<file path="config.mk">
export PLATFORM = sky130hd
export DESIGN_NAME = card_deck_shuffler
export DESIGN_NICKNAME = d
export VERILOG_FILES = /design/src/cds_pkg.sv /design/src/cds_mod.sv /design/src/cds_datapath.sv /design/src/cds_ctrl.sv /design/src/card_deck_shuffler.sv
export SDC_FILE = /design/constraint.sdc
export NUM_CORES = 1
export LEC_CHECK = 0
export BUFFER_PORTS_ARGS = -buffer_cell sky130_fd_sc_hd__buf_2
export CAP_MARGIN = 20
export CORE_MARGIN = 1.5
export CORE_UTILIZATION = 45
export CTS_BUF_LIST = sky130_fd_sc_hd__clkbuf_8
export DETAILED_ROUTE_END_ITERATION = 8
export PLACE_DENSITY_LB_ADDON = 0.1
export SYNTH_ARGS = -nofsm -noshare
export SYNTH_HDL_FRONTEND = slang
export SYNTH_SLANG_ARGS = --single-unit
</file>
<file path="constraint.sdc">
create_clock -name clock -period 4 [get_ports clock]
set_input_delay 0.4 -clock clock [delete_from_list [all_inputs] [get_ports clock]]
set_output_delay 0.4 -clock clock [all_outputs]
set_load 0.02 [all_outputs]
</file>
<file path="src/cds_pkg.sv">
// Shared constants, types and helpers for the card deck shuffler.
package cds_pkg;

   localparam int DECK_SIZE = 52;
   localparam int CODE_W    = 6;
   localparam int POS_W     = 6;
   localparam int RND_W     = 16;
   localparam int DIVR_W    = POS_W + 1;
   localparam int STEP_W    = $clog2(RND_W);

   localparam logic [DIVR_W-1:0] DECK_SIZE_V = DIVR_W'(DECK_SIZE);
   localparam logic [POS_W-1:0]  TOP_POS     = POS_W'(DECK_SIZE - 1);

   localparam logic [1:0] ACT_START = 2'd0;
   localparam logic [1:0] ACT_SWAP  = 2'd1;
   localparam logic [1:0] ACT_READ  = 2'd2;

   typedef struct packed {
      logic load_req;
      logic clear_deck;
      logic rd_read;
      logic rd_swap;
      logic wr_pos;
      logic wr_j;
      logic div_start;
      logic res_init;
      logic res_status;
      logic res_from_a;
      logic emit;
   } cds_cmd_type;

   typedef struct packed {
      logic [1:0] action;
      logic       pos_ok;
      logic       idx_ok;
      logic       div_done;
      logic       out_free;
   } cds_stat_type;

   function automatic logic [3:0] card_value(input logic [CODE_W-1:0] code);
      logic [3:0] hi;
      hi = code[CODE_W-1:2];
      return 4'(4'd2 + hi);
   endfunction

endpackage

</file>
<file path="src/cds_mod.sv">
// Iterative remainder unit, one dividend bit per cycle.
module cds_mod (
   input  logic                        clock,
   input  logic                        reset,
   input  logic                        start,
   input  logic [cds_pkg::RND_W-1:0]   dividend,
   input  logic [cds_pkg::DIVR_W-1:0]  divisor,
   output logic                        done,
   output logic [cds_pkg::POS_W-1:0]   remainder
);
   import cds_pkg::*;

   logic                busy_ff, busy_in;
   logic                done_ff, done_in;
   logic [STEP_W-1:0]   cnt_ff, cnt_in;
   logic [RND_W-1:0]    dvd_ff, dvd_in;
   logic [DIVR_W-1:0]   dvr_ff, dvr_in;
   logic [POS_W-1:0]    rem_ff, rem_in;
   logic [DIVR_W-1:0]   trial;

   always_comb begin
      busy_in = busy_ff;
      done_in = done_ff;
      cnt_in  = cnt_ff;
      dvd_in  = dvd_ff;
      dvr_in  = dvr_ff;
      rem_in  = rem_ff;
      trial   = {rem_ff, dvd_ff[RND_W-1]};
      if (start) begin
         busy_in = 1'b1;
         done_in = 1'b0;
         cnt_in  = STEP_W'(RND_W - 1);
         dvd_in  = dividend;
         dvr_in  = divisor;
         rem_in  = '0;
      end else if (busy_ff) begin
         dvd_in = {dvd_ff[RND_W-2:0], 1'b0};
         if (trial >= dvr_ff) begin
            rem_in = POS_W'(trial - dvr_ff);
         end else begin
            rem_in = trial[POS_W-1:0];
         end
         cnt_in = cnt_ff - 1'b1;
         if (cnt_ff == '0) begin
            busy_in = 1'b0;
            done_in = 1'b1;
         end
      end
   end

   always_ff @(posedge clock) begin
      if (reset) begin
         busy_ff <= 1'b0;
         done_ff <= 1'b0;
         cnt_ff  <= '0;
      end else begin
         busy_ff <= busy_in;
         done_ff <= done_in;
         cnt_ff  <= cnt_in;
      end
      dvd_ff <= dvd_in;
      dvr_ff <= dvr_in;
      rem_ff <= rem_in;
   end

   assign done      = done_ff;
   assign remainder = rem_ff;

endmodule

</file>
<file path="src/cds_datapath.sv">
// Deck memory, swap position, remainder unit and result register.
module cds_datapath (
   input  logic                      clock,
   input  logic                      reset,
   input  cds_pkg::cds_cmd_type      cmd,
   output cds_pkg::cds_stat_type     stat,
   input  logic [1:0]                req_tuser,
   input  logic [23:0]               req_tdata,
   output logic                      rsp_tvalid,
   input  logic                      rsp_tready,
   output logic [15:0]               rsp_tdata,
   output logic [0:0]                rsp_tuser
);
   import cds_pkg::*;

   logic [CODE_W-1:0]    deck_ff [DECK_SIZE];
   logic [DECK_SIZE-1:0] valid_ff, valid_in;

   logic [1:0]           act_ff;
   logic [RND_W-1:0]     rnd_ff;
   logic [POS_W-1:0]     idx_ff;
   logic [POS_W-1:0]     pos_ff, pos_in;

   logic [POS_W-1:0]     addr_a, addr_b;
   logic [POS_W-1:0]     addr_a_ff, addr_b_ff;
   logic [CODE_W-1:0]    rd_a_ff, rd_b_ff;
   logic                 vld_a_ff, vld_b_ff;
   logic [CODE_W-1:0]    card_a, card_b;
   logic                 rd_en;

   logic [CODE_W-1:0]    res_code_ff, res_code_in;
   logic                 res_has_ff, res_has_in;
   logic                 res_stat_ff, res_stat_in;

   logic                 rsp_valid_ff;
   logic [15:0]          rsp_data_ff;
   logic                 rsp_user_ff;
   logic [3:0]           out_value;
   logic [1:0]           out_suit;

   logic                 div_done;
   logic [POS_W-1:0]     rem;

   cds_mod u_mod (
      .clock     (clock),
      .reset     (reset),
      .start     (cmd.div_start),
      .dividend  (rnd_ff),
      .divisor   ({1'b0, pos_ff} + DIVR_W'(1)),
      .done      (div_done),
      .remainder (rem)
   );

   always_ff @(posedge clock) begin
      if (cmd.load_req) begin
         act_ff <= req_tuser;
         rnd_ff <= req_tdata[RND_W-1:0];
         idx_ff <= req_tdata[RND_W+POS_W-1:RND_W];
      end
   end

   assign rd_en  = cmd.rd_read | cmd.rd_swap;
   assign addr_a = cmd.rd_read ? idx_ff : pos_ff;
   assign addr_b = rem;

   always_ff @(posedge clock) begin
      if (cmd.wr_pos) begin
         deck_ff[addr_a_ff] <= card_b;
      end else if (cmd.wr_j) begin
         deck_ff[addr_b_ff] <= card_a;
      end
      if (rd_en) begin
         rd_a_ff <= deck_ff[addr_a];
         rd_b_ff <= deck_ff[addr_b];
      end
   end

   always_ff @(posedge clock) begin
      if (rd_en) begin
         addr_a_ff <= addr_a;
         addr_b_ff <= addr_b;
         vld_a_ff  <= valid_ff[addr_a];
         vld_b_ff  <= valid_ff[addr_b];
      end
   end

   assign card_a = vld_a_ff ? rd_a_ff : CODE_W'(addr_a_ff);
   assign card_b = vld_b_ff ? rd_b_ff : CODE_W'(addr_b_ff);

   always_comb begin
      valid_in = valid_ff;
      pos_in   = pos_ff;
      if (cmd.clear_deck) begin
         valid_in = '0;
         pos_in   = TOP_POS;
      end
      if (cmd.wr_pos) begin
         valid_in[addr_a_ff] = 1'b1;
      end
      if (cmd.wr_j) begin
         valid_in[addr_b_ff] = 1'b1;
         pos_in              = pos_ff - 1'b1;
      end
   end

   always_comb begin
      res_code_in = res_code_ff;
      res_has_in  = res_has_ff;
      res_stat_in = res_stat_ff;
      if (cmd.res_init) begin
         res_has_in  = 1'b0;
         res_stat_in = cmd.res_status;
      end
      if (cmd.res_from_a) begin
         res_code_in = card_a;
         res_has_in  = 1'b1;
      end
      if (cmd.wr_pos) begin
         res_code_in = card_b;
         res_has_in  = 1'b1;
      end
   end

   always_ff @(posedge clock) begin
      if (reset) begin
         valid_ff    <= '0;
         pos_ff      <= TOP_POS;
         res_has_ff  <= 1'b0;
         res_stat_ff <= 1'b0;
      end else begin
         valid_ff    <= valid_in;
         pos_ff      <= pos_in;
         res_has_ff  <= res_has_in;
         res_stat_ff <= res_stat_in;
      end
      res_code_ff <= res_code_in;
   end

   assign out_value = res_has_ff ? card_value(res_code_ff) : 4'd0;
   assign out_suit  = res_has_ff ? res_code_ff[1:0] : 2'd0;

   always_ff @(posedge clock) begin
      if (reset) begin
         rsp_valid_ff <= 1'b0;
      end else if (cmd.emit) begin
         rsp_valid_ff <= 1'b1;
      end else if (rsp_tready) begin
         rsp_valid_ff <= 1'b0;
      end
      if (cmd.emit) begin
         rsp_data_ff <= {4'd0, pos_ff, out_suit, out_value};
         rsp_user_ff <= res_stat_ff;
      end
   end

   assign rsp_tvalid    = rsp_valid_ff;
   assign rsp_tdata     = rsp_data_ff;
   assign rsp_tuser     = rsp_user_ff;

   assign stat.action   = act_ff;
   assign stat.pos_ok   = (pos_ff != '0) && ({1'b0, pos_ff} < DECK_SIZE_V);
   assign stat.idx_ok   = {1'b0, idx_ff} < DECK_SIZE_V;
   assign stat.div_done = div_done;
   assign stat.out_free = ~rsp_valid_ff | rsp_tready;

endmodule

</file>
<file path="src/cds_ctrl.sv">
// Sequencer for start, swap and read transactions.
module cds_ctrl (
   input  logic                   clock,
   input  logic                   reset,
   input  logic                   req_tvalid,
   output logic                   req_tready,
   input  cds_pkg::cds_stat_type  stat,
   output cds_pkg::cds_cmd_type   cmd
);
   import cds_pkg::*;

   localparam logic [3:0] S_IDLE   = 4'd0;
   localparam logic [3:0] S_DECODE = 4'd1;
   localparam logic [3:0] S_DIV    = 4'd2;
   localparam logic [3:0] S_WR_P   = 4'd3;
   localparam logic [3:0] S_WR_J   = 4'd4;
   localparam logic [3:0] S_RD_GET = 4'd5;
   localparam logic [3:0] S_EMIT   = 4'd6;

   logic [3:0] state_ff, state_in;

   always_comb begin
      state_in = state_ff;
      cmd      = '0;
      unique case (state_ff)
         S_IDLE: begin
            if (req_tvalid) begin
               cmd.load_req = 1'b1;
               state_in     = S_DECODE;
            end
         end
         S_DECODE: begin
            cmd.res_init = 1'b1;
            state_in     = S_EMIT;
            unique case (stat.action)
               ACT_START: cmd.clear_deck = 1'b1;
               ACT_SWAP: begin
                  if (stat.pos_ok) begin
                     cmd.div_start = 1'b1;
                     state_in      = S_DIV;
                  end else begin
                     cmd.res_status = 1'b1;
                  end
               end
               ACT_READ: begin
                  if (stat.idx_ok) begin
                     cmd.rd_read = 1'b1;
                     state_in    = S_RD_GET;
                  end
               end
               default: ;
            endcase
         end
         S_DIV: begin
            if (stat.div_done) begin
               cmd.rd_swap = 1'b1;
               state_in    = S_WR_P;
            end
         end
         S_WR_P: begin
            cmd.wr_pos = 1'b1;
            state_in   = S_WR_J;
         end
         S_WR_J: begin
            cmd.wr_j = 1'b1;
            state_in = S_EMIT;
         end
         S_RD_GET: begin
            cmd.res_from_a = 1'b1;
            state_in       = S_EMIT;
         end
         S_EMIT: begin
            if (stat.out_free) begin
               cmd.emit = 1'b1;
               state_in = S_IDLE;
            end
         end
         default: state_in = S_IDLE;
      endcase
   end

   always_ff @(posedge clock) begin
      if (reset) begin
         state_ff <= S_IDLE;
      end else begin
         state_ff <= state_in;
      end
   end

   assign req_tready = (state_ff == S_IDLE);

endmodule

</file>
<file path="src/card_deck_shuffler.sv">
// Card deck shuffler top level: at most one Fisher-Yates swap per transaction.
//
// Request channel (req_*): tuser carries the action (start, swap, read),
// tdata carries the random word and the card index. Every request gives
// exactly one response transaction (rsp_*) with card value, suit, the
// number of swap steps left and, in tuser, a flag for a swap issued after
// the shuffle has finished.
// One request is handled at a time. Start, unused codes, rejected swaps
// and off-deck reads go from decode straight to the response; reads add
// a deck read; swaps wait for the remainder unit, which retires one random
// bit per cycle, and take two writes on the single-write-port deck memory.
// The next request is accepted the cycle after a response is loaded, so
// one response can wait in the output register while the next request
// is in work; a stalled receiver holds the sequencer before it loads its
// next response.
// Reset (synchronous) puts the deck in order and the swap position at the
// top by clearing per-entry valid bits; a start request does the same.
module card_deck_shuffler (
   input  logic        clock,
   input  logic        reset,
   input  logic        req_tvalid,
   output logic        req_tready,
   input  logic [23:0] req_tdata,   // random_value[15:0], card_index[21:16], zero pad
   input  logic [1:0]  req_tuser,   // action[1:0]
   output logic        rsp_tvalid,
   input  logic        rsp_tready,
   output logic [15:0] rsp_tdata,   // card_value[3:0], card_suit[5:4], steps_left[11:6], pad
   output logic [0:0]  rsp_tuser    // status[0]
);
   import cds_pkg::*;

   cds_cmd_type  cmd;
   cds_stat_type stat;

   cds_ctrl u_ctrl (
      .clock      (clock),
      .reset      (reset),
      .req_tvalid (req_tvalid),
      .req_tready (req_tready),
      .stat       (stat),
      .cmd        (cmd)
   );

   cds_datapath u_dp (
      .clock      (clock),
      .reset      (reset),
      .cmd        (cmd),
      .stat       (stat),
      .req_tuser  (req_tuser),
      .req_tdata  (req_tdata),
      .rsp_tvalid (rsp_tvalid),
      .rsp_tready (rsp_tready),
      .rsp_tdata  (rsp_tdata),
      .rsp_tuser  (rsp_tuser)
   );

endmodule

</file>
==> results of run 1 <==
[worst max-delay path: cells and delay by family (launching register included)]
| kind | cells | cell delay (ns) |
|---|---|---|
| flip-flops | 1 | 0.47 |
| AND/OR/NAND/NOR | 2 | 0.53 |
| buffers and inverters | 2 | 0.64 |
| multiplexers | 2 | 0.71 |
| AO/OA/AOI/OAI | 3 | 1.29 |
[cells in the mapped netlist (12+ instances only)]
master / n
and2_1: 15
dfxtp_1: 76
nor2_1: 132
nand3_1: 122
a21oi_1: 121
ha_1: 15
inv_1: 27
edfxtp_1: 404
nor3_1: 20
mux2i_1: 25
buf_1: 27
a211oi_1: 12
a2111oi_0: 12
a31oi_1: 12
clkbuf_1: 81
mux4_2: 152
nand2_1: 339
o21ai_0: 25
[power groups by stage]
| stage | Clock, mW | Combinational, mW | Sequential, mW |
|---|---|---|---|
| floorplan | 0 | 2.33 | 5.86 |
| global placement | 0 | 3.49 | 5.99 |
| detailed placement | 0 | 3.51 | 5.99 |
| CTS | 4.63 | 3.54 | 5.89 |
| global route | 4.86 | 3.71 | 5.90 |
| finish | 4.53 | 3.55 | 5.89 |
[registers in the layout, summed over array words and instances (netlist names), 2 cells and up]
signal / count
u_dp.addr_b_ff: 6
u_dp.rnd_ff: 16
u_dp.u_mod.dvr_ff: 7
u_dp.deck_ff: 312
u_dp.valid_ff: 52
u_dp.addr_a_ff: 6
u_dp.u_mod.remainder: 6
u_dp.pos_ff: 6
u_ctrl.state_ff: 3
u_dp.idx_ff: 6
u_dp.u_mod.cnt_ff: 4
u_dp.rd_a_ff: 6
u_dp.u_mod.dvd_ff: 16
u_dp.rd_b_ff: 6
u_dp.rsp_tdata: 12
u_dp.act_ff: 2
u_dp.res_code_ff: 6
[path summary, 6_finish.rpt]
check	from	to	slack [ns]
max	u_dp.idx_ff[2]$_DFFE_PP_	u_dp.rd_a_ff[2]$_DFFE_PP_	0.07
min	rsp_tready	u_dp.rsp_tvalid$_SDFFE_PP0P_	0.14
max reg2reg	u_dp.idx_ff[2]$_DFFE_PP_	u_dp.rd_a_ff[2]$_DFFE_PP_	0.07
min reg2reg	u_dp.res_stat_ff$_SDFFE_PP0N_	u_dp.rsp_tuser$_DFFE_PP_	0.44
[layer usage]
metal	vias up	share of wire (%)	global-route usage, %
met5	-	0	0
met4	0	4.1	11.96
met3	143	8.2	4.288
li1	6970	-	-
met2	857	47	42.44
met1	8027	41	37.41
[through the flow]
step	setup slack, ns	std cells	TNS (ns)	power [mW]
after floorplan	0.4817	1766	0	8.180
after global placement	-0.1320	2467	-0.1320	9.481
after detailed placement	-0.2076	2467	-0.2091	9.502
after CTS	0.02594	2638	0	14.05
after global routing	0.03342	2639	0	14.48
final	0.07112	2640	0	13.97
[layout make-up]
| type | instances | area share [%] |
|---|---|---|
| well taps | 672 | 3.199 |
| clock inverters | 55 | 1.500 |
| clock buffers | 92 | 4.818 |
| diodes | 1 | 0.009522 |
| flip-flops and latches | 480 | 51.98 |
| inverters | 29 | 0.4285 |
| repair buffers | 176 | 5.332 |
| multi-input cells | 1135 | 32.73 |
[logic make-up after synthesis]
group / share of synthesized area [%]
compound gates: 5.956
simple gates: 13.55
buf+inv: 2.653
other cells: 0.01650
fa+ha+maj: 0.9138
xor+xnor: 0.4239
mux: 16.42
flops: 60.07
[what timing repair did]
item / CTS / global route
hold buffers: 24 / 0
cloned: 0 / 0
setup endpoints to repair: 3 / 2
endpoints found under the hold margin: 24 / 0
gates resized for setup: 3 / 3
==> summary.md, run 1 <==
| Metric | Value |
|---|---|
| CP Max Fanout | 65 |
| Critical path required time | 4.42 ns |
| Status | finished, final reports clean |
| Vias in the first global route | 15.59k |
| Upper clock frequency limit | 254.5 MHz |
| Switching pwr | 4.185 mW |
| Cts bufs inserted | 82 |
| Reg2Reg Depth | 9 |
| Nets | 1950 |
| Leak pwr | 9.014 nW |
| GRT Util Overall | 27.04% |
| Worst slew pin tran | 1.129 ns |
| Congestion Overflow GR | 0 |
| PD cells | 531.6 nW/um2 |
| Initial antenna violation count | 0 |
| Area of the multi-input gates | 8602 um2 |
| Root Buffer | clkbuf_8 |
| DRC violation count after routing | 0 |
| Via Count | 16.00k |
| Clock slew at reported path FFs | 0.06 ns |
| Syn Std Cell Area | 22730 um2 |
| Cell-internal power | 9.786 mW |
| Placer Congestion | 0.9276 |
| Final hold slack | 0.1432 ns |
| Synth top area cells | edfxtp_1 (53%), mux4_2 (15%), dfxtp_1 (6.7%) |
| Comb power frac | 25.4% |
| Routed WL | 69.65 mm |
| DP Area | 24360 um2 |
| Syn Inst Count | 1763 |
| DRT antenna net count | 0 |
| Synth cell types | 63 |
| Hold Path Stages | 3 |
| Kind of critical path | reg2reg |
| Most used flip-flop cell after synthesis | edfxtp_1 |
| Latest clock arrival within the worst-skew pair | 0.66 ns |
| Ratio of cells with drive above 1 in the final layout | 22.98% |
| Slew Limit Fails | 0 |
| Die H | 227.7 um |
| Count of input and output buffers | 42 |
| Syn-to-layout area delta | 15.63% |
| Vias per cell | 6.059 |
| CP max-delay cell | a2111oi_1 |
| Max cap viols | 0 |
| Htree depth | 3 |
| CTS tree | built |
| First-pass GRT wire length | 102.9 mm |
| Peak supply drop | 312.6 uV |
| Largest net degree at the start of global routing | 92 |
| Crit path cell chain | o211ai_1 > nand3_2 > mux2i_4 > clkinv_2 > buf_12 > mux4_2 > a2111oi_1 > o21ai_1 > and4_1 |
| Clock share of power | 32.4% |
| Reg area | 13660 um2 |
| HPWL Detailed | 45.66 mm |
| Sequential fraction of the synthesis area | 60.07% |
| Fillers | 4328 |
| Setup violators final | 0 |
| Tmin final | 3.929 ns |
| Die area | 51870 um2 |
| Fraction of synthesis flops using an asynchronous set or reset pin | 0% |
| CTS Buffer Depth | 3 |
| Synth top area share | 53.37% |
| Synthesized area per cell | 12.89 um2 |
| Core ar. | 49970 um2 |
| Starting Density | 45.49% |
| Post-synth EDFFs | 404 |
| Boundary Pins | 49 |
| Slowest stage delay, CP | 0.74 ns |
| Design area | 26280 um2 |
| Commonest non-fill, non-tap cells in the layout | edfxtp_1 (404), nand2_1 (338), mux4_2 (152) |
| Max_slew headroom | 24.44% |
| Commonest non-fill, non-tap cell in the layout | edfxtp_1 |
| Hold WC Path Type | in2reg |
| Die W | 227.7 um |
| Sw Ratio | 29.96% |
| Drt first pass iters | 8 |
| Tcrit/Tclk final | 98.22% |
| Initial DRC count | 1829 |
| Unrepaired setup endpoints after global routing | no |
| Routed wire per std cell | 26.38 um |
| Crit path capture type | flop |
| Site row count | 82 |
| Final Hold Fails | 0 |
| Post-CTS setup buffers | 0 |
| Crit path arrival time | 4.35 ns |
| Yosys top cell by area | edfxtp_1 |
| Sequential power share | 42.1% |
| Worst setup SP type | flop |
| Utilization after layout | 52.60% |
| Clock Skew | 0.03149 ns |
| Clock sinks | 480 |
| FF+latch count, synth | 480 |
| Ys Warns | 0 |
(Power assumes the default switching activity.)
==> run 2, diff against run 1 <==
Settings changed: CORE_UTILIZATION 45 to 40, SYNTH_HIERARCHICAL set to 1.
==> run 2 against run 1 <==
  * Setup slack improved by 0.16 ns
  * Combinational power rose by 20%
  * Area after synthesis rose by 3.4%
  * Critical path depth did not move
  * Die area rose by 16%
  * Synthesized cell count fell by 5.3%
  * Fmax rose by 4.2%
  * Core utilization fell by 5.8 points
==> summary.md, run 2 <==
| Metric | Value |
|---|---|
| Crit path cell chain | o211ai_1 > and3_2 > mux2i_4 > inv_6 > mux4_2 > a2111oi_1 > buf_4 > nand2_1 > a32o_1 |
| PD cells | 547.6 nW/um2 |
| Syn Inst Count | 1670 |
| Largest regs | u_dp/deck_ff (312), u_dp/valid_ff (52) |
| Max_slew headroom | 26.40% |
| Most used flip-flop cell after synthesis | edfxtp_1 |
| Routed wire per std cell | 26.93 um |
| CP max-delay cell | a2111oi_1 |
| Crit path capture type | flop |
| Hold WC Path Type | in2reg |
| Sequential fraction of the synthesis area | 58.07% |
| FF+latch count, synth | 480 |
| Worst slew pin tran | 1.096 ns |
| Die W | 245.4 um |
| Cts bufs inserted | 83 |
| Kind of critical path | reg2reg |
| Htree depth | 3 |
| Post-synth EDFFs | 404 |
| Synth cell types | 74 |
| Slew Limit Fails | 0 |
| Commonest non-fill, non-tap cells in the layout | edfxtp_1 (404), nor2_1 (210), mux4_2 (178) |
| Hold_sp | req_tvalid |
| Vias in the first global route | 15.58k |
| Worst setup SP type | flop |
| Utilization after layout | 46.78% |
| Clock slew at reported path FFs | 0.07 ns |
| Starting Density | 40.59% |
| Reg2Reg Setup Slack | 0.23 ns |
| Upper clock frequency limit | 265.3 MHz |
| Syn-to-layout area delta | 15.24% |
| Initial antenna violation count | 2 |
| DRT antenna net count | 0 |
| CP Max Fanout | 13 |
| Synthesized area per cell | 14.08 um2 |
| Unrepaired setup endpoints after global routing | no |
| Commonest non-fill, non-tap cell in the layout | edfxtp_1 |
| Setup TNS | 0 ns |
| Design area | 27090 um2 |
| Routed WL | 71.50 mm |
| Hold Path Stages | 4 |
| Final WS setup | 0.2302 ns |
| Commonest cells in the netlist | edfxtp_1 (404), nor2_1 (210), mux4_2 (178) |
| Root Buffer | clkbuf_8 |
| Crit path arrival time | 4.21 ns |
| GRT Util Overall | 24.03% |
| Count leader, synth | edfxtp_1 |
| Latest clock arrival within the worst-skew pair | 0.68 ns |
| CTS tree | built |
| Largest net degree at the start of global routing | 56 |
| Die area | 60240 um2 |
| Count of input and output buffers | 42 |
| Slowest stage delay, CP | 0.68 ns |
| Via Count | 15.74k |
| Area of the multi-input gates | 9251 um2 |
| First-pass GRT wire length | 104.7 mm |
| Vias per cell | 5.928 |
| Setup violators final | 0 |
| Nets | 1871 |
| DP Cell Count | 2476 |
| Syn Std Cell Area | 23510 um2 |
| Site row count | 88 |
| Crit path buf inv count | 2 |
| Status | finished, final reports clean |
| Ys Warns | 6 |
| Placer Congestion | 0.8749 |
| Largest register by flop count | u_dp/deck_ff |
| Tcrit/Tclk final | 94.24% |
| FF-to-FF End | u_dp/rd_a_ff[4]$_DFFE_PP_ |
| CTS Buffer Depth | 3 |
| Final Hold Fails | 0 |
| Drt first pass iters | 6 |
| Boundary Pins | 49 |
| Ratio of cells with drive above 1 in the final layout | 26.80% |
| Max FFs per register | 312 |
| Hold Path End | u_ctrl/state_ff[0]$_SDFFE_PP0P_ |
| Peak supply drop | 316.5 uV |
| Max cap viols | 0 |
| Yosys top cell by area | edfxtp_1 |
| Worst reg2reg path startpoint | u_dp/idx_ff[3]$_DFFE_PP_ |
| Fillers | 5092 |
| Reg2Reg Depth | 9 |
| Fraction of synthesis flops using an asynchronous set or reset pin | 0% |
| Synth top area cells | edfxtp_1 (52%), mux4_2 (17%), dfxtp_1 (6.5%) |
| Place WS | 0.04661 ns |
| Initial DRC count | 1688 |
| Tmin final | 3.770 ns |
| HPWL Detailed | 47.41 mm |
| Core ar. | 57920 um2 |
| Clock Skew | 0.03401 ns |
| DP Area | 25230 um2 |
| Leak pwr | 9.178 nW |
| Clock sinks | 480 |
| Fin cells | 2655 |
| Die H | 245.4 um |
| Congestion Overflow GR | 0 |
| DRC violation count after routing | 0 |
| Synth top area share | 51.60% |
| Reg area | 13660 um2 |
| Post-CTS setup buffers | 0 |
| Critical path required time | 4.44 ns |
| Critical path's top delay family | compound AO/OA/AOI/OAI gates |
==> run 2: changes by cell type after synthesis, moves of 11 or more <==
cell,previous run,this run
a21oi_1,121,67
clkbuf_1,81,68
buf_1,27,11
nand2_1,339,114
o21ai_0,25,44
nand2b_1,6,23
nand3_1,122,29
nor2b_1,11,60
mux2_2,2,21
nand4_1,11,0
nor2_1,132,210
a221oi_1,0,53
mux4_2,152,178
==> run 2: final cells by class <==
class | count | area share, %
Clock buffer | 87 | 4.420
Clock inverter | 63 | 1.404
Inverter | 35 | 0.5265
Sequential cell | 480 | 50.43
Tap cell | 765 | 3.533
Timing Repair Buffer | 183 | 5.528
Multi-Input combinational cell | 1040 | 34.15
Antenna cell | 2 | 0.01847
==> run 2: worst max-delay path by stage <==
stage	startpoint	to	depth (start not counted)
after global placement	u_dp/idx_ff[3]$_DFFE_PP_	u_dp/rd_a_ff[4]$_DFFE_PP_	9
after detailed placement	u_dp/idx_ff[3]$_DFFE_PP_	u_dp/rd_a_ff[4]$_DFFE_PP_	10
after global routing	u_dp/idx_ff[3]$_DFFE_PP_	u_dp/rd_a_ff[1]$_DFFE_PP_	11
after CTS	u_dp/idx_ff[3]$_DFFE_PP_	u_dp/rd_a_ff[4]$_DFFE_PP_	10
after floorplan	u_ctrl/state_ff[2]$_SDFFE_PP0P_	u_dp/deck_ff[0][1]$_DFFE_PP_	9
final	u_dp/idx_ff[3]$_DFFE_PP_	u_dp/rd_a_ff[4]$_DFFE_PP_	9
==> run 2: worst min-delay path: stages <==
cell and delay [ns]:
buf_2 0.07, nor2b_1 0.14, nor3b_1 0.08, a2111oi_2 0.21
==> run 2: power by group <==
| part | switching [mW] | total (mW) | internal [mW] | leakage [nW] |
|---|---|---|---|---|
| Combinational | 2.32 | 4.27 | 1.95 | 4.05 |
| Clock | 2.08 | 4.35 | 2.28 | 0.884 |
| Sequential | 0.349 | 6.22 | 5.87 | 4.25 |
==> run 2: routing by layer <==
layer	part of all wire [%]	up-vias	track usage [%]
met5	0	-	0
met4	3.5	0	9.076
met3	6.8	159	4.387
met2	47	686	37.98
met1	42	8009	33.10
li1	-	6885	-
==> run 2: cell families after synthesis <==
kind of cell             Yosys count  share of synthesized area, %
AND/OR/NAND/NOR                  506                         9.942
flip-flops                       480                         58.07
AO/OA/AOI/OAI                    276                         8.175
multiplexers                     225                         19.36
buffers and inverters            153                         3.039
adder cells (fa/ha/maj)           18                        0.9899
XOR/XNOR                          11                        0.4098
other                              1                       0.01595
==> run 2: per-stage QoR <==
stage / power (mW) / hold slack, ns
final: 14.84 / 0.2919
after global routing: 15.45 / 0.2809
after CTS: 14.98 / 0.2260
after detailed placement: 10.57 / 0.4188
after global placement: 10.54 / 0.4224
after floorplan: 8.998 / 0.4064
==> run 2: what timing repair did <==
action,4_1_cts,5_1_grt
endpoints found under the hold margin,25,0
hold buffers,25,0
endpoints found under the setup margin,0,3
resized for setup,0,2
==> run 3, diff against run 2 <==
Settings changed: ABC_AREA set to 1.
==> run 3 against run 2 <==
  * Sequential share of layout area shrank 2.4 points
  * Cell count grew 50%
  * Via count grew 38%
  * Hold slack lost 0.21 ns
  * Total power grew 25%
  * Critical path depth grew 1
  * Critical path type unchanged
  * Critical endpoint is now u_dp/deck_ff[37][5]$_DFFE_PP_
==> summary.md, run 3 <==
| Metric | Value |
|---|---|
| Syn Std Cell Area | 25280 um2 |
| CP Max Fanout | 15 |
| Kind of critical path | reg2reg |
| Hold Path End | u_dp/rsp_tvalid$_SDFFE_PP0P_ |
| Boundary Pins | 49 |
| Clock slew at reported path FFs | 0.06 ns |
| Setup violators final | 0 |
| Hold_sp | rsp_tready |
| Routed WL | 84.75 mm |
| Reg area | 13660 um2 |
| Max cap viols | 0 |
| Die H | 254.4 um |
| Clock share of power | 23.7% |
| Drt first pass iters | 6 |
| Worst setup SP type | flop |
| DRT antenna net count | 0 |
| Switching pwr | 8.121 mW |
| Largest register by flop count | u_dp/deck_ff |
| HPWL Detailed | 53.17 mm |
| Htree depth | 3 |
| Routed wire per std cell | 21.29 um |
| Clock sinks | 480 |
| Synth top area share | 47.99% |
| FF+latch count, synth | 480 |
| GRT Util Overall | 26.31% |
| Ratio of cells with drive above 1 in the final layout | 10.12% |
| Sequential fraction of the synthesis area | 54.01% |
| Sequential power share | 34.9% |
| Vias per cell | 5.447 |
| Die area | 64720 um2 |
| DRC violation count after routing | 0 |
| Synth cell types | 51 |
| Area of the multi-input gates | 9374 um2 |
| Fillers | 6071 |
| Count leader, synth | nand2_1 |
| Count of input and output buffers | 42 |
| Critical path required time | 4.29 ns |
| Reg2Reg Setup Slack | 0.67 ns |
| Hold WC Path Type | in2reg |
| Sw Ratio | 43.64% |
| Placer Congestion | 0.9493 |
| Post-CTS resize count | 0 |
| Core ar. | 62050 um2 |
| Syn-to-layout area delta | 12.56% |
| Via Count | 21.69k |
| Utilization after layout | 45.86% |
| Starting Density | 40.74% |
| Initial DRC count | 2427 |
| Die W | 254.4 um |
| Commonest non-fill, non-tap cells in the layout | nand2_1 (641), nand3_1 (436), inv_1 (417) |
| Upper clock frequency limit | 300.0 MHz |
| Commonest cells in the netlist | nand2_1 (642), nand3_1 (436), edfxtp_1 (404) |
| Hold Path Stages | 4 |
| Clock Skew | 0.03907 ns |
| FF-to-FF End | u_dp/deck_ff[37][5]$_DFFE_PP_ |
| Reg2Reg Depth | 10 |
| Vias in the first global route | 20.71k |
| Tcrit/Tclk final | 83.34% |
| Cell-internal power | 10.49 mW |
| Crit path capture type | flop |
| First-pass GRT wire length | 127.1 mm |
| CTS tree | built |
| Worst reg2reg path startpoint | u_ctrl/state_ff[1]$_SDFFE_PP0P_ |
| Max_slew headroom | 23.46% |
| Commonest non-fill, non-tap cell in the layout | nand2_1 |
| Initial antenna violation count | 1 |
| Setup TNS | 0 ns |
| Root Buffer | clkbuf_8 |
| Max FFs per register | 312 |
| Congestion Overflow GR | 0 |
| Site row count | 91 |
| Worst slew pin tran | 1.139 ns |
| Status | finished, final reports clean |
| Tmin final | 3.334 ns |
| Syn Inst Count | 3004 |
| Post-synth EDFFs | 404 |
| Synth top area cells | edfxtp_1 (48%), nand2_1 (9.5%), nand3_1 (8.6%) |
| Slew Limit Fails | 0 |
| Unrepaired setup endpoints after global routing | no |
| Final Hold Fails | 0 |
| Most used flip-flop cell after synthesis | edfxtp_1 |
| Nets | 3120 |
| Cts bufs inserted | 89 |
| Largest regs | u_dp/deck_ff (312), u_dp/valid_ff (52) |
| Leak pwr | 11.61 nW |
| Peak supply drop | 416.7 uV |
| PD cells | 654.0 nW/um2 |
| Ys Warns | 6 |
| Comb power frac | 41.4% |
| Synthesized area per cell | 8.416 um2 |
| Crit path arrival time | 3.62 ns |
| Yosys top cell by area | edfxtp_1 |
| Latest clock arrival within the worst-skew pair | 0.69 ns |
| Fraction of synthesis flops using an asynchronous set or reset pin | 0% |
| CTS Buffer Depth | 3 |
| Largest net degree at the start of global routing | 187 |
run 3: cell types whose count changed after synthesis, sizes merged, moves of 23 or more:
cell    change
nor2b      -60
nor3       +23
buf        +59
mux4      -180
mux2i      -23
nand2     +541
o211ai     +36
nand3     +413
nand2b     -23
a221oi     -35
inv       +376
a21oi     +108
o21ai     +205
run 3: kinds of logic (layout without fill, tap and decap cells):
logic type | after synthesis | in the layout | share of synthesized area (%)
and+or+nand+nor | 1378 | 1378 | 23.62
buffers and inverters | 586 | 722 | 9.414
AOI/OAI and AO/OA | 533 | 533 | 11.74
DFF | 480 | 480 | 54.01
adders and majority gates | 18 | 18 | 0.9206
xor gates and xnor gates | 7 | 7 | 0.2425
other | 1 | 5 | 0.01483
muxes | 1 | 1 | 0.03960
run 3: worst max path at each step:
stage	startpoint	endpoint	slack [ns]	cells past startpoint
2_1_floorplan	u_ctrl/state_ff[1]$_SDFFE_PP0P_	u_dp/deck_ff[0][1]$_DFFE_PP_	0.07	5
3_5_place_dp	u_ctrl/state_ff[1]$_SDFFE_PP0P_	u_dp/deck_ff[37][4]$_DFFE_PP_	0.73	10
3_3_place_gp	u_ctrl/state_ff[1]$_SDFFE_PP0P_	u_dp/deck_ff[37][0]$_DFFE_PP_	0.84	10
5_1_grt	u_ctrl/state_ff[1]$_SDFFE_PP0P_	u_dp/deck_ff[37][5]$_DFFE_PP_	0.44	10
4_1_cts	u_ctrl/state_ff[1]$_SDFFE_PP0P_	u_dp/deck_ff[37][5]$_DFFE_PP_	0.68	10
6_report	u_ctrl/state_ff[1]$_SDFFE_PP0P_	u_dp/deck_ff[37][5]$_DFFE_PP_	0.67	10
run 3: what timing repair did:
action / CTS / global route
setup endpoints to repair: 0 / 0
endpoints found under the hold margin: 24 / 0
setup buffers: 0 / 0
hold buffers: 24 / 0
run 3: final cells by class:
cell class,instances,share of cell area [%]
well taps,837,3.680
inverters,411,5.452
repair buffers,149,4.168
diodes,1,0.008794
clock inverters,67,1.148
flip-flops and latches,480,48.01
clock buffers,95,4.595
multi-input cells,1941,32.94
run 3: critical path: stages, from the launching register on:
cell and delay, ns:
dfxtp_1 0.47, inv_2 0.12, nor2_1 0.47, nor2_8 0.19, inv_4 0.16, nand2_1 0.08
o21ai_2 0.15, inv_1 0.18, nor3_1 0.24, nand2_1 0.23, nor2_1 0.62
run 3: metrics by stage:
stage	total power, mW	area, um2	instances	worst slack (ns)	hold slack (ns)
after floorplan	11.42	25290	3007	0.07178	0.4029
after global placement	14.11	26570	3793	0.8368	0.4206
after detailed placement	14.18	26570	3793	0.7279	0.4137
after CTS	18.66	28450	3979	0.6833	0.03562
after global routing	19.65	28460	3981	0.4434	0.07811
final	18.61	28460	3981	0.6662	0.08163
run 3: power groups by stage:
| stage | clock (mW) | combinational [mW] | sequential [mW] |
|---|---|---|---|
| 6_report | 4.41 | 7.71 | 6.49 |
| 5_1_grt | 4.75 | 8.37 | 6.53 |
| 4_1_cts | 4.53 | 7.64 | 6.49 |
| 3_5_place_dp | 0 | 7.59 | 6.59 |
| 3_3_place_gp | 0 | 7.53 | 6.58 |
| 2_1_floorplan | 0 | 5.00 | 6.42 |
run 3: per-layer routing:
layer	up-vias	wire (um)	GRT usage, %
li1	10230	-	-
met5	-	0	0
met1	10270	36310	35.98
met3	205	6961	4.429
met4	0	3387	11.67
met2	986	38080	41.04
